[config.mk]
export PLATFORM = sky130hd
export DESIGN_NAME = midi_stream_message_parser_unit
export DESIGN_NICKNAME = d
export VERILOG_FILES = /design/src/rtl/msmp_pkg.sv /design/src/rtl/midi_stream_message_parser_unit.sv
export SDC_FILE = /design/constraint.sdc
export NUM_CORES = 1
export LEC_CHECK = 0
export ABC_AREA = 1
export BUFFER_PORTS_ARGS = -buffer_cell sky130_fd_sc_hd__clkbuf_2
export CAP_MARGIN = 20
export CORE_UTILIZATION = 58
export CTS_BUF_LIST = sky130_fd_sc_hd__clkbuf_8
export DETAILED_ROUTE_END_ITERATION = 6
export PLACE_DENSITY = 0.87
export SLEW_MARGIN = 20
export SYNTH_ARGS = -nofsm -noshare
export SYNTH_HDL_FRONTEND = slang
export SYNTH_SLANG_ARGS = --single-unit
[constraint.sdc]
create_clock -name clk -period 6.7 [get_ports clk]
set_clock_uncertainty 0.15 [all_clocks]
set_input_delay 1.34 -clock clk [delete_from_list [all_inputs] [get_ports clk]]
set_output_delay 1.34 -clock clk [all_outputs]
set_load 0.01 [all_outputs]
[src/rtl/msmp_pkg.sv]
// ----------------------------------------------------------------------------
// msmp_pkg
// shared widths, codes and reset values of the midi message parser
// ----------------------------------------------------------------------------
package msmp_pkg;

	// configuration port
	localparam int CFG_IDX_W  = 1;
	localparam int CFG_DATA_W = 16;
	localparam logic [CFG_IDX_W-1:0] REG_CHANNEL_FILTER = 1'b0;
	localparam logic [CFG_IDX_W-1:0] REG_SILENCE_TIMEOUT = 1'b1;

	// field widths
	localparam int CHAN_W    = 5;
	localparam int DATA7_W   = 7;
	localparam int KIND_W    = 2;
	localparam int TIMEOUT_W = 16;
	localparam int SILENCE_W = 17;
	localparam int OUT_TDATA_W = 24;

	localparam logic [TIMEOUT_W-1:0] TIMEOUT_RESET = 16'd300;
	localparam logic [SILENCE_W-1:0] SILENCE_MAX   = '1;

	// result kinds
	localparam logic [KIND_W-1:0] EV_NOTE_ON  = 2'd0;
	localparam logic [KIND_W-1:0] EV_NOTE_OFF = 2'd1;
	localparam logic [KIND_W-1:0] EV_CTRL     = 2'd2;
	localparam logic [KIND_W-1:0] EV_LOST     = 2'd3;

	// input kinds
	localparam logic MODE_BYTE = 1'b0;
	localparam logic MODE_TICK = 1'b1;

	// status byte high nibbles
	localparam logic [3:0] ST_NOTE_OFF  = 4'h8;
	localparam logic [3:0] ST_NOTE_ON   = 4'h9;
	localparam logic [3:0] ST_POLY_PRES = 4'hA;
	localparam logic [3:0] ST_CTRL      = 4'hB;
	localparam logic [3:0] ST_PROG      = 4'hC;
	localparam logic [3:0] ST_CHAN_PRES = 4'hD;
	localparam logic [3:0] ST_BEND      = 4'hE;
	localparam logic [3:0] ST_SYSTEM    = 4'hF;

	localparam logic [7:0] BYTE_REALTIME_MIN = 8'hF8;
	localparam logic [7:0] BYTE_ACTIVE_SENSE = 8'hFE;

endpackage

[src/rtl/midi_stream_message_parser_unit.sv]
// ----------------------------------------------------------------------------
// midi_stream_message_parser_unit
// running-status midi parser with channel filter and active-sensing watchdog
// ----------------------------------------------------------------------------
// path: a taken beat sits in the input register and its result is loaded into
//   the output register once the output slot is free
// throughput: one beat per cycle; s_axis_tready drops only while the input
//   register holds a beat and a full output register is stalled
// reset: arst_n clears parser state, watchdog and the valid flags at once;
//   channel filter returns to 0 (omni) and the silence timeout to 300 ms
module midi_stream_message_parser_unit (
	input  logic clk,
	input  logic arst_n,
	// configuration writes
	input  logic                               cfg_we,
	input  logic [msmp_pkg::CFG_IDX_W-1:0]     cfg_index,
	input  logic [msmp_pkg::CFG_DATA_W-1:0]    cfg_data,
	// input beats
	input  logic       s_axis_tvalid,
	output logic       s_axis_tready,
	input  logic [7:0] s_axis_tdata,   // [7:0] byte_value
	input  logic       s_axis_tuser,   // [0] mode
	// result beats
	output logic                             m_axis_tvalid,
	input  logic                             m_axis_tready,
	output logic [msmp_pkg::OUT_TDATA_W-1:0] m_axis_tdata,  // [4:0] channel,
	                                                        // [11:5] first_data,
	                                                        // [18:12] second_data,
	                                                        // [23:19] zero
	output logic [msmp_pkg::KIND_W-1:0]      m_axis_tuser   // [1:0] event_kind
);

	// configuration registers
	logic [msmp_pkg::CHAN_W-1:0]    chan_filter_q;
	logic [msmp_pkg::TIMEOUT_W-1:0] timeout_q;

	// input register
	logic       valid_s1;
	logic       mode_s1;
	logic [7:0] byte_s1;

	// parser and watchdog state
	logic [7:0]                     run_status_q;
	logic [1:0]                     data_cnt_q;
	logic [1:0]                     exp_cnt_q;
	logic [msmp_pkg::DATA7_W-1:0]   held_d1_q;
	logic                           armed_q;
	logic                           lost_q;
	logic [msmp_pkg::SILENCE_W-1:0] silence_q;

	// output register
	logic                           out_valid_q;
	logic [msmp_pkg::KIND_W-1:0]    out_kind_q;
	logic [msmp_pkg::CHAN_W-1:0]    out_chan_q;
	logic [msmp_pkg::DATA7_W-1:0]   out_d1_q;
	logic [msmp_pkg::DATA7_W-1:0]   out_d2_q;

	// next-state values from the beat held in the input register
	logic [7:0]                     run_status_d;
	logic [1:0]                     data_cnt_d;
	logic [1:0]                     exp_cnt_d;
	logic [msmp_pkg::DATA7_W-1:0]   held_d1_d;
	logic                           armed_d;
	logic                           lost_d;
	logic [msmp_pkg::SILENCE_W-1:0] silence_d;
	logic                           res_valid;
	logic [msmp_pkg::KIND_W-1:0]    res_kind;
	logic [msmp_pkg::CHAN_W-1:0]    res_chan;
	logic [msmp_pkg::DATA7_W-1:0]   res_d1;
	logic [msmp_pkg::DATA7_W-1:0]   res_d2;

	logic [1:0]                     cnt_inc;
	logic [msmp_pkg::DATA7_W-1:0]   msg_d1;
	logic [msmp_pkg::DATA7_W-1:0]   msg_d2;
	logic [msmp_pkg::CHAN_W-1:0]    msg_chan;
	logic                           chan_ok;

	logic out_free;
	logic advance;

	// the output slot is free when empty or being drained this cycle
	assign out_free      = !out_valid_q || m_axis_tready;
	assign advance       = valid_s1 && out_free;
	assign s_axis_tready = !valid_s1 || out_free;

	assign m_axis_tvalid = out_valid_q;
	assign m_axis_tuser  = out_kind_q;
	assign m_axis_tdata  = {5'd0, out_d2_q, out_d1_q, out_chan_q};

	// message fields as they look if this data byte completes a message
	assign cnt_inc  = data_cnt_q + 2'd1;
	assign msg_d1   = (data_cnt_q == 2'd0) ? byte_s1[6:0] : held_d1_q;
	assign msg_d2   = (exp_cnt_q > 2'd1) ? byte_s1[6:0] : '0;
	assign msg_chan = {1'b0, run_status_q[3:0]} + 5'd1;
	assign chan_ok  = (chan_filter_q == '0) || (chan_filter_q == msg_chan);

	always_comb begin
		run_status_d = run_status_q;
		data_cnt_d   = data_cnt_q;
		exp_cnt_d    = exp_cnt_q;
		held_d1_d    = held_d1_q;
		armed_d      = armed_q;
		lost_d       = lost_q;
		silence_d    = silence_q;
		res_valid    = 1'b0;
		res_kind     = msmp_pkg::EV_LOST;
		res_chan     = 5'd1;
		res_d1       = '0;
		res_d2       = '0;

		if (mode_s1 == msmp_pkg::MODE_TICK) begin
			// saturating millisecond count, one lost event per silence
			if (silence_q != msmp_pkg::SILENCE_MAX) begin
				silence_d = silence_q + 17'd1;
			end
			if (armed_q && !lost_q && (silence_d > {1'b0, timeout_q})) begin
				lost_d    = 1'b1;
				res_valid = 1'b1;
			end
		end else begin
			// any byte counts as traffic
			silence_d = '0;
			lost_d    = 1'b0;
			if (byte_s1 >= msmp_pkg::BYTE_REALTIME_MIN) begin
				// real-time: only active sensing leaves a trace
				if (byte_s1 == msmp_pkg::BYTE_ACTIVE_SENSE) begin
					armed_d = 1'b1;
				end
			end else if (byte_s1[7:4] == msmp_pkg::ST_SYSTEM) begin
				// system common cancels running status
				run_status_d = '0;
				data_cnt_d   = '0;
			end else if (byte_s1[7]) begin
				run_status_d = byte_s1;
				data_cnt_d   = '0;
				case (byte_s1[7:4]) inside
					msmp_pkg::ST_PROG, msmp_pkg::ST_CHAN_PRES: exp_cnt_d = 2'd1;
					default:                                   exp_cnt_d = 2'd2;
				endcase
			end else if (run_status_q != '0) begin
				if (data_cnt_q == 2'd0) begin
					held_d1_d = byte_s1[6:0];
				end
				if (cnt_inc < exp_cnt_q) begin
					data_cnt_d = cnt_inc;
				end else begin
					data_cnt_d = '0;
					res_chan   = msg_chan;
					res_d1     = msg_d1;
					unique case (run_status_q[7:4])
						msmp_pkg::ST_NOTE_ON: begin
							res_valid = chan_ok;
							if (msg_d2 != '0) begin
								res_kind = msmp_pkg::EV_NOTE_ON;
								res_d2   = msg_d2;
							end else begin
								res_kind = msmp_pkg::EV_NOTE_OFF;
							end
						end
						msmp_pkg::ST_NOTE_OFF: begin
							res_valid = chan_ok;
							res_kind  = msmp_pkg::EV_NOTE_OFF;
						end
						msmp_pkg::ST_CTRL: begin
							res_valid = chan_ok;
							res_kind  = msmp_pkg::EV_CTRL;
							res_d2    = msg_d2;
						end
						// pressure, program change and bend are dropped
						default: res_valid = 1'b0;
					endcase
				end
			end
		end
	end

	// configuration
	always_ff @(posedge clk or negedge arst_n) begin
		if (!arst_n) begin
			chan_filter_q <= '0;
			timeout_q     <= msmp_pkg::TIMEOUT_RESET;
		end else if (cfg_we) begin
			unique case (cfg_index)
				msmp_pkg::REG_CHANNEL_FILTER:  chan_filter_q <= cfg_data[msmp_pkg::CHAN_W-1:0];
				msmp_pkg::REG_SILENCE_TIMEOUT: timeout_q     <= cfg_data;
				default: ;
			endcase
		end
	end

	// input register
	always_ff @(posedge clk or negedge arst_n) begin
		if (!arst_n) begin
			valid_s1 <= 1'b0;
		end else if (s_axis_tready) begin
			valid_s1 <= s_axis_tvalid;
		end
	end

	always_ff @(posedge clk) begin
		if (s_axis_tready && s_axis_tvalid) begin
			mode_s1 <= s_axis_tuser;
			byte_s1 <= s_axis_tdata;
		end
	end

	// parser state advances once per beat leaving the input register
	always_ff @(posedge clk or negedge arst_n) begin
		if (!arst_n) begin
			run_status_q <= '0;
			data_cnt_q   <= '0;
			exp_cnt_q    <= '0;
			held_d1_q    <= '0;
			armed_q      <= 1'b0;
			lost_q       <= 1'b0;
			silence_q    <= '0;
		end else if (advance) begin
			run_status_q <= run_status_d;
			data_cnt_q   <= data_cnt_d;
			exp_cnt_q    <= exp_cnt_d;
			held_d1_q    <= held_d1_d;
			armed_q      <= armed_d;
			lost_q       <= lost_d;
			silence_q    <= silence_d;
		end
	end

	// output register
	always_ff @(posedge clk or negedge arst_n) begin
		if (!arst_n) begin
			out_valid_q <= 1'b0;
		end else if (out_free) begin
			out_valid_q <= advance && res_valid;
		end
	end

	always_ff @(posedge clk) begin
		if (advance && res_valid) begin
			out_kind_q <= res_kind;
			out_chan_q <= res_chan;
			out_d1_q   <= res_d1;
			out_d2_q   <= res_d2;
		end
	end

endmodule

; ---- Yosys cells after proc, flatten, opt, wreduce, memory -nomap -nowiden
; Index checks and enable logic that the tools add are counted.
[word_totals]
regBits = 91
latchBits = 0
ramBits = 0
rom_bits = 0
wordCells = 94
memories = 0
[op_classes]
add_sub_neg = 3
n_mul = 0
div_mod_pow = 0
magnitude_cmp = 4
eq_ne = 10
shift = 0
mux = 26
bitwise_logic = 6
n_reduce_logical = 28
[ops]
columns = operator, count
row1 = $mux 17, 3
row2 = $eq 4x4->1 const B, 6
row3 = $mux 7, 3
row4 = $add 17x1->17 const B, 1
row5 = $gt 17x16->1, 1
row6 = $ne 17x17->1 const B, 1
row7 = $mux 8, 2
row8 = $pmux 7 s2, 1
row9 = $reduce_and 4->1, 3
row10 = $mux 1, 11
row11 = $mux 2, 5
row12 = $eq 8x8->1 const B, 1
row13 = $ge 8x8->1 const B, 1
row14 = $reduce_bool 8->1, 1
row15 = $reduce_bool 7->1, 1
row16 = $not 1->1, 6
row17 = $pmux 2 s3, 1
row18 = $reduce_and 2->1, 3
row19 = $reduce_and 6->1, 1
row20 = $reduce_or 6->1, 1
row21 = $add 4x1->5 const B, 1
row22 = $eq 5x5->1, 1
row23 = $logic_and 1x1->1, 5
row24 = $logic_not 5->1, 1
row25 = other kinds (12), 16

; ---- Depth between registers and ports, before layout
[depth]
word_depth = 11
depth_mapped = 19

; ---- Worst setup path before layout
; No wires, ideal clock.
[synth_timing]
kind = register to register
from = register silence_q[0] (netlist bit)
to = register out_kind_q, in the netlist m_axis_tuser[0], enable pin
setup_ps = 378
arrival_time_ps = 2824
t_required_ps = 6172
slack_ps = 3349
stages_incl_launch_ff = 18
n_path_buf = 0
synth_period_minus_slack_ps = 3351
cell_sequence = dfrtp_1 -> ha_1 -> nand3_1 -> nor2_2 -> nand2_2 -> nor2_2 -> inv_2 -> nor3_2 -> nor2_1 -> xor2_1 -> inv_1 -> ha_1 -> nand2_1 -> nor4_1 -> nand3_1 -> nand3_1 -> nand3_1 -> nand2_1
[synth_between]
elab_chain_cells = 8
[synth_rtl]
columns = item, line_no
row1 = start: declaration, midi_stream_message_parser_unit.sv:49  ; logic [msmp_pkg::SILENCE_W-1:0] silence_q;
row2 = start signal: assignment, midi_stream_message_parser_unit.sv:224  ; silence_q <= silence_d;
row3 = $add 17x1->17 / $ne 17x17->1 (equally long branches), "midi_stream_message_parser_unit.sv:114, midi_stream_message_parser_unit.sv:113"
row4 = $mux 17 *, midi_stream_message_parser_unit.sv:113  ; if (silence_q != msmp_pkg::SILENCE_MAX) begin
row5 = $mux 17 *, midi_stream_message_parser_unit.sv:111  ; if (mode_s1 == msmp_pkg::MODE_TICK) begin
row6 = $gt 17x16->1 *, midi_stream_message_parser_unit.sv:116  ; if (armed_q && !lost_q && (silence_d > {1'b0, timeout_q})) begin
row7 = $logic_and 1x1->1 *, midi_stream_message_parser_unit.sv:116
row8 = $mux 1 *, midi_stream_message_parser_unit.sv:116
row9 = $mux 1 *, midi_stream_message_parser_unit.sv:111
row10 = $logic_and 1x1->1 *, midi_stream_message_parser_unit.sv:238  ; if (advance && res_valid) begin
row11 = end signal: assignment, midi_stream_message_parser_unit.sv:239  ; out_kind_q <= res_kind;
row12 = end: declaration, midi_stream_message_parser_unit.sv:53  ; logic [msmp_pkg::KIND_W-1:0] out_kind_q;
; Every way passes the cells marked *; elsewhere a longest branch is shown, timed or not. The select of a mux whose other input is x is not followed.
; A chain may end at the register's enable or synchronous reset.

; ---- Worst setup path in the final report
[layout_timing]
from = register silence_q[0] (netlist bit)
to = register out_chan_q[4] (netlist bit), enable pin
[layout_between]
elab_chain_cells = 8
[layout_rtl]
columns = item, line_no
row1 = $add 17x1->17 / $ne 17x17->1 (equally long branches), "midi_stream_message_parser_unit.sv:114, midi_stream_message_parser_unit.sv:113"
row2 = $mux 17 *, midi_stream_message_parser_unit.sv:113
row3 = $mux 17 *, midi_stream_message_parser_unit.sv:111
row4 = $gt 17x16->1 *, midi_stream_message_parser_unit.sv:116
row5 = $logic_and 1x1->1 *, midi_stream_message_parser_unit.sv:116
row6 = $mux 1 *, midi_stream_message_parser_unit.sv:116
row7 = $mux 1 *, midi_stream_message_parser_unit.sv:111
row8 = $logic_and 1x1->1 *, midi_stream_message_parser_unit.sv:238
row9 = end signal: assignment, midi_stream_message_parser_unit.sv:240  ; out_chan_q <= res_chan;
row10 = end: declaration, midi_stream_message_parser_unit.sv:54  ; logic [msmp_pkg::CHAN_W-1:0] out_chan_q;
; Marks and branches as above.

==> impl_metrics.xml <==
<?xml version="1.0" encoding="UTF-8"?>
<metrics>
  <group name="status">
    <metric name="run_status" unit="">finished, final reports clean</metric>
  </group>
  <group name="setup_path">
    <metric name="type_of_origin_of_the_critical_path" unit="">flip-flop</metric>
    <metric name="worst_ep_arrival_time" unit="ns">3.85</metric>
    <metric name="cp_data_required_time" unit="ns">6.55</metric>
    <metric name="setup.reg_to_reg.worst_slack" unit="ns">2.70</metric>
    <metric name="r2r-start" unit="">silence_q[0]</metric>
    <metric name="critPathMaxFanout" unit="">21</metric>
    <metric name="endpoint_kind" unit="">flip-flop</metric>
    <metric name="start_to_end_type_of_the_worst_setup_path" unit="">reg -&gt; reg</metric>
    <metric name="worstRegToRegCells" unit="">19</metric>
    <metric name="worst_r2r_endpoint" unit="">out_chan_q[4]</metric>
  </group>
  <group name="route">
    <metric name="drt-pass1-iter-count" unit="">6</metric>
    <metric name="detail_route.iter0.violations" unit="">303</metric>
    <metric name="final_antenna_net_count" unit="">0</metric>
    <metric name="routed_wirelength" unit="um">10200</metric>
    <metric name="drc" unit="">0</metric>
    <metric name="wire_length_per_cell_after_detailed_routing" unit="um">15.4</metric>
    <metric name="routed-via-count" unit="">3665</metric>
    <metric name="viasPerCell" unit="">5.54</metric>
  </group>
  <group name="global_route">
    <metric name="antenna_found_initial" unit="">0</metric>
    <metric name="track_usage" unit="%">26.1</metric>
    <metric name="first_pass_grt_wire_length" unit="um">16800</metric>
    <metric name="grt_pass1_vias" unit="">3563</metric>
    <metric name="grt_remaining_overflow" unit="">0</metric>
    <metric name="pin_count_of_the_biggest_net_entering_global_routing" unit="">62</metric>
  </group>
  <group name="floorplanning">
    <metric name="initial_core_util" unit="%">59.6</metric>
    <metric name="design.die.area" unit="um^2">8250</metric>
    <metric name="die-width" unit="um">90.9</metric>
    <metric name="height_of_the_die" unit="um">90.9</metric>
    <metric name="io_pins" unit="">59</metric>
    <metric name="design.core.area" unit="um^2">7690</metric>
    <metric name="placement_rows" unit="">32</metric>
  </group>
  <group name="clock_tree">
    <metric name="cts_hold_repair.buffers" unit="">0</metric>
    <metric name="worst_setup_hold_path_clk_slew" unit="ns">0.09</metric>
    <metric name="htree_levels" unit="">3</metric>
    <metric name="worstSkewPairLatency" unit="ns">0.37</metric>
    <metric name="clock_root_buffer_master" unit="">sky130_fd_sc_hd__clkbuf_8</metric>
    <metric name="tritoncts_clock_tree" unit="">done</metric>
    <metric name="ctsResizeCount" unit="">0</metric>
    <metric name="cts_max_path_buffers" unit="">2</metric>
    <metric name="cts_setup_buffers" unit="">0</metric>
    <metric name="numCtsBuffers" unit="">9</metric>
    <metric name="cts_sinks" unit="">91</metric>
  </group>
  <group name="min_path">
    <metric name="hold_path.class" unit="">reg -&gt; reg</metric>
    <metric name="min-delay-start" unit="">armed_q</metric>
    <metric name="worstHoldEndpoint" unit="">armed_q</metric>
    <metric name="holdPathStages" unit="">2</metric>
  </group>
  <group name="power">
    <metric name="clock_power_share" unit="%">30.0</metric>
    <metric name="combinationalPowerShare" unit="%">19.3</metric>
    <metric name="switchingPower" unit="uW">417</metric>
    <metric name="leakage" unit="nW">2.51</metric>
    <metric name="switching_share" unit="%">31.1</metric>
    <metric name="p_int" unit="uW">922</metric>
    <metric name="power.density" unit="nW/um^2">261</metric>
    <metric name="max-vdd-ir-drop" unit="uV">148</metric>
    <metric name="pwr-share-seq" unit="%">50.7</metric>
  </group>
  <group name="yosys">
    <metric name="synth_enable_flop_cells" unit="">30</metric>
    <metric name="synth_top_cell_by_area" unit="">sky130_fd_sc_hd__dfrtp_1</metric>
    <metric name="synth-main-ff-cell" unit="">sky130_fd_sc_hd__dfrtp_1</metric>
    <metric name="synth.distinct_cells" unit="">39</metric>
    <metric name="synth_largest_type_area_fraction" unit="%">31.1</metric>
    <metric name="ys_ff_latch" unit="">91</metric>
    <metric name="yosysSeqAreaShare" unit="%">53.1</metric>
    <metric name="yosys-top-cells-count" unit="">sky130_fd_sc_hd__nand2_1 (89), sky130_fd_sc_hd__inv_1 (78), sky130_fd_sc_hd__dfrtp_1 (57)</metric>
    <metric name="post_synth_instance_area" unit="um^2">4580</metric>
    <metric name="ys_async_sr_fraction" unit="%">67.0</metric>
    <metric name="syn_area_per_cell" unit="um^2">9.16</metric>
    <metric name="syn-instance-count" unit="">500</metric>
    <metric name="yosys_warnings" unit="">0</metric>
    <metric name="ys_top_cells_by_area" unit="">sky130_fd_sc_hd__dfrtp_1 (31%), sky130_fd_sc_hd__edfxtp_1 (20%), sky130_fd_sc_hd__nand2_1 (7.3%)</metric>
    <metric name="synthMostInstantiatedCell" unit="">sky130_fd_sc_hd__nand2_1</metric>
  </group>
  <group name="sta">
    <metric name="grt_setup_unrepaired" unit="">false</metric>
    <metric name="max_freq" unit="GHz">0.250</metric>
    <metric name="max-slew-margin-rel" unit="%">37.3</metric>
    <metric name="setup_total_negative_slack" unit="ns">0</metric>
    <metric name="final_hold_viol_count" unit="">0</metric>
    <metric name="timing.final.crit_share" unit="%">59.7</metric>
    <metric name="slew_violations" unit="">0</metric>
    <metric name="fin_crit" unit="ns">4.00</metric>
    <metric name="finalSetupViolations" unit="">0</metric>
    <metric name="worst_pin_slew" unit="ns">0.938</metric>
  </group>
  <group name="layout">
    <metric name="antennaDiodeCount" unit="">0</metric>
    <metric name="drive_gt1_share" unit="%">17.0</metric>
    <metric name="num-nets-final" unit="">607</metric>
    <metric name="synthToLayoutAreaGrowth" unit="%">12.0</metric>
    <metric name="post-route-util" unit="%">66.7</metric>
  </group>
  <group name="placed_design">
    <metric name="gp_congestion" unit="">0.915</metric>
    <metric name="detailedPlacementHpwl" unit="um">7260</metric>
    <metric name="portBuffers" unit="">53</metric>
  </group>
  <group name="run">
    <metric name="maxCapViolations" unit="">0</metric>
  </group>
</metrics>
==> worst max-delay path by stage <==
| stage | start | endpoint | cells after the start |
|---|---|---|---|
| 2_1_floorplan | silence_q[0] | m_axis_tuser[0] | 17 |
| 3_3_place_gp | m_axis_tready | out_d1_q[1] | 7 |
| 3_5_place_dp | silence_q[0] | out_d1_q[2] | 19 |
| 4_1_cts | silence_q[0] | out_chan_q[4] | 19 |
| 5_1_grt | silence_q[0] | out_chan_q[4] | 19 |
| 6_report | silence_q[0] | out_chan_q[4] | 19 |
==> flip-flops by register name, summed over array words and instances (netlist names) <==
signal / count
held_d1_q: 7
timeout_q: 16
byte_s1: 8
armed_q: 1
out_chan_q: 5
out_d2_q: 7
mode_s1: 1
chan_filter_q: 5
out_d1_q: 7
data_cnt_q: 2
run_status_q: 8
m_axis_tvalid: 1
silence_q: 17
lost_q: 1
m_axis_tuser: 2
valid_s1: 1
exp_cnt_q: 2
==> power by group through the flow <==
stage	sequential (mW)	clock, mW	combinational (mW)
after CTS	0.676	0.402	0.256
after floorplan	0.676	0	0.188
final	0.678	0.402	0.259
after global placement	0.683	0	0.236
after global routing	0.684	0.424	0.297
after detailed placement	0.688	0	0.250
==> critical path, stage by stage, from the launching register on <==
cell and delay (ns):
sky130_fd_sc_hd__dfrtp_1 0.40, sky130_fd_sc_hd__ha_1 0.21, sky130_fd_sc_hd__nand3_1 0.15, sky130_fd_sc_hd__nor2_2 0.20
sky130_fd_sc_hd__nand2_2 0.09, sky130_fd_sc_hd__nor2_2 0.10, sky130_fd_sc_hd__inv_2 0.06, sky130_fd_sc_hd__nor3_2 0.17
sky130_fd_sc_hd__nor2_1 0.08, sky130_fd_sc_hd__xor2_1 0.19, sky130_fd_sc_hd__inv_1 0.07, sky130_fd_sc_hd__ha_1 0.29
sky130_fd_sc_hd__nand2_1 0.08, sky130_fd_sc_hd__o21ai_0 0.21, sky130_fd_sc_hd__nand2_1 0.08, sky130_fd_sc_hd__o211ai_1 0.08
sky130_fd_sc_hd__nand2_1 0.07, sky130_fd_sc_hd__nand3_1 0.11, sky130_fd_sc_hd__nand3_1 0.14, sky130_fd_sc_hd__nand2_1 0.69
==> through the flow <==
step                area [um^2]  power [mW]  hold slack (ns)  instances  worst slack, ns
floorplan                  4590       0.864            0.269        504             3.35
global placement           4910       0.919            0.290        646             2.91
CTS                        5130        1.33            0.320        662             2.71
detailed placement         4910       0.937            0.301        646             2.71
global route               5130        1.40            0.338        662             2.38
finish                     5130        1.34            0.322        662             2.70
==> metal layers <==
| layer | vias to the layer above | track usage (%) | wire, um |
|---|---|---|---|
| met5 | - | 0 | 0 |
| met4 | 0 | 11.1 | 223 |
| met3 | 23 | 4.38 | 764 |
| met2 | 176 | 40.0 | 4580 |
| met1 | 1728 | 37.1 | 4620 |
| li1 | 1738 | - | - |
==> cell type report <==
class | instances | area (um^2)
well taps | 102 | 128
flip-flops and latches | 91 | 2430
clock buffers | 10 | 138
inverters | 84 | 315
fillers | 619 | 2560
repair buffers | 54 | 273
multi-input cells | 315 | 1770
clock inverters | 6 | 77.6
==> layout by cell type (no fill, tap or decap), drive strengths merged, types with 2 or more instances in the layout <==
master,instances
a21oi,22
a22o,5
clkbuf,63
conb,5
dfrtp,57
dfstp,4
edfxtp,30
ha,21
inv,88
nand2,92
nand3,15
nand4,11
nor2,54
nor3,6
nor4,2
o2111ai,2
o21a,9
o21ai,35
o22ai,10
xnor2,4
xor2,16
==> cell families (layout without fill, tap and decap cells) <==
| group | count (synthesis) | in the layout | share of synthesized area, % |
|---|---|---|---|
| and+or+nand+nor | 182 | 182 | 17.4 |
| buffers and inverters | 98 | 154 | 8.66 |
| AOI/OAI and AO/OA | 87 | 87 | 11.2 |
| adders and majority gates | 21 | 21 | 5.74 |
| other | 1 | 5 | 0.0819 |
| DFF | 91 | 91 | 53.1 |
| xor gates and xnor gates | 20 | 20 | 3.82 |
Power figures use the tool's default switching activity.
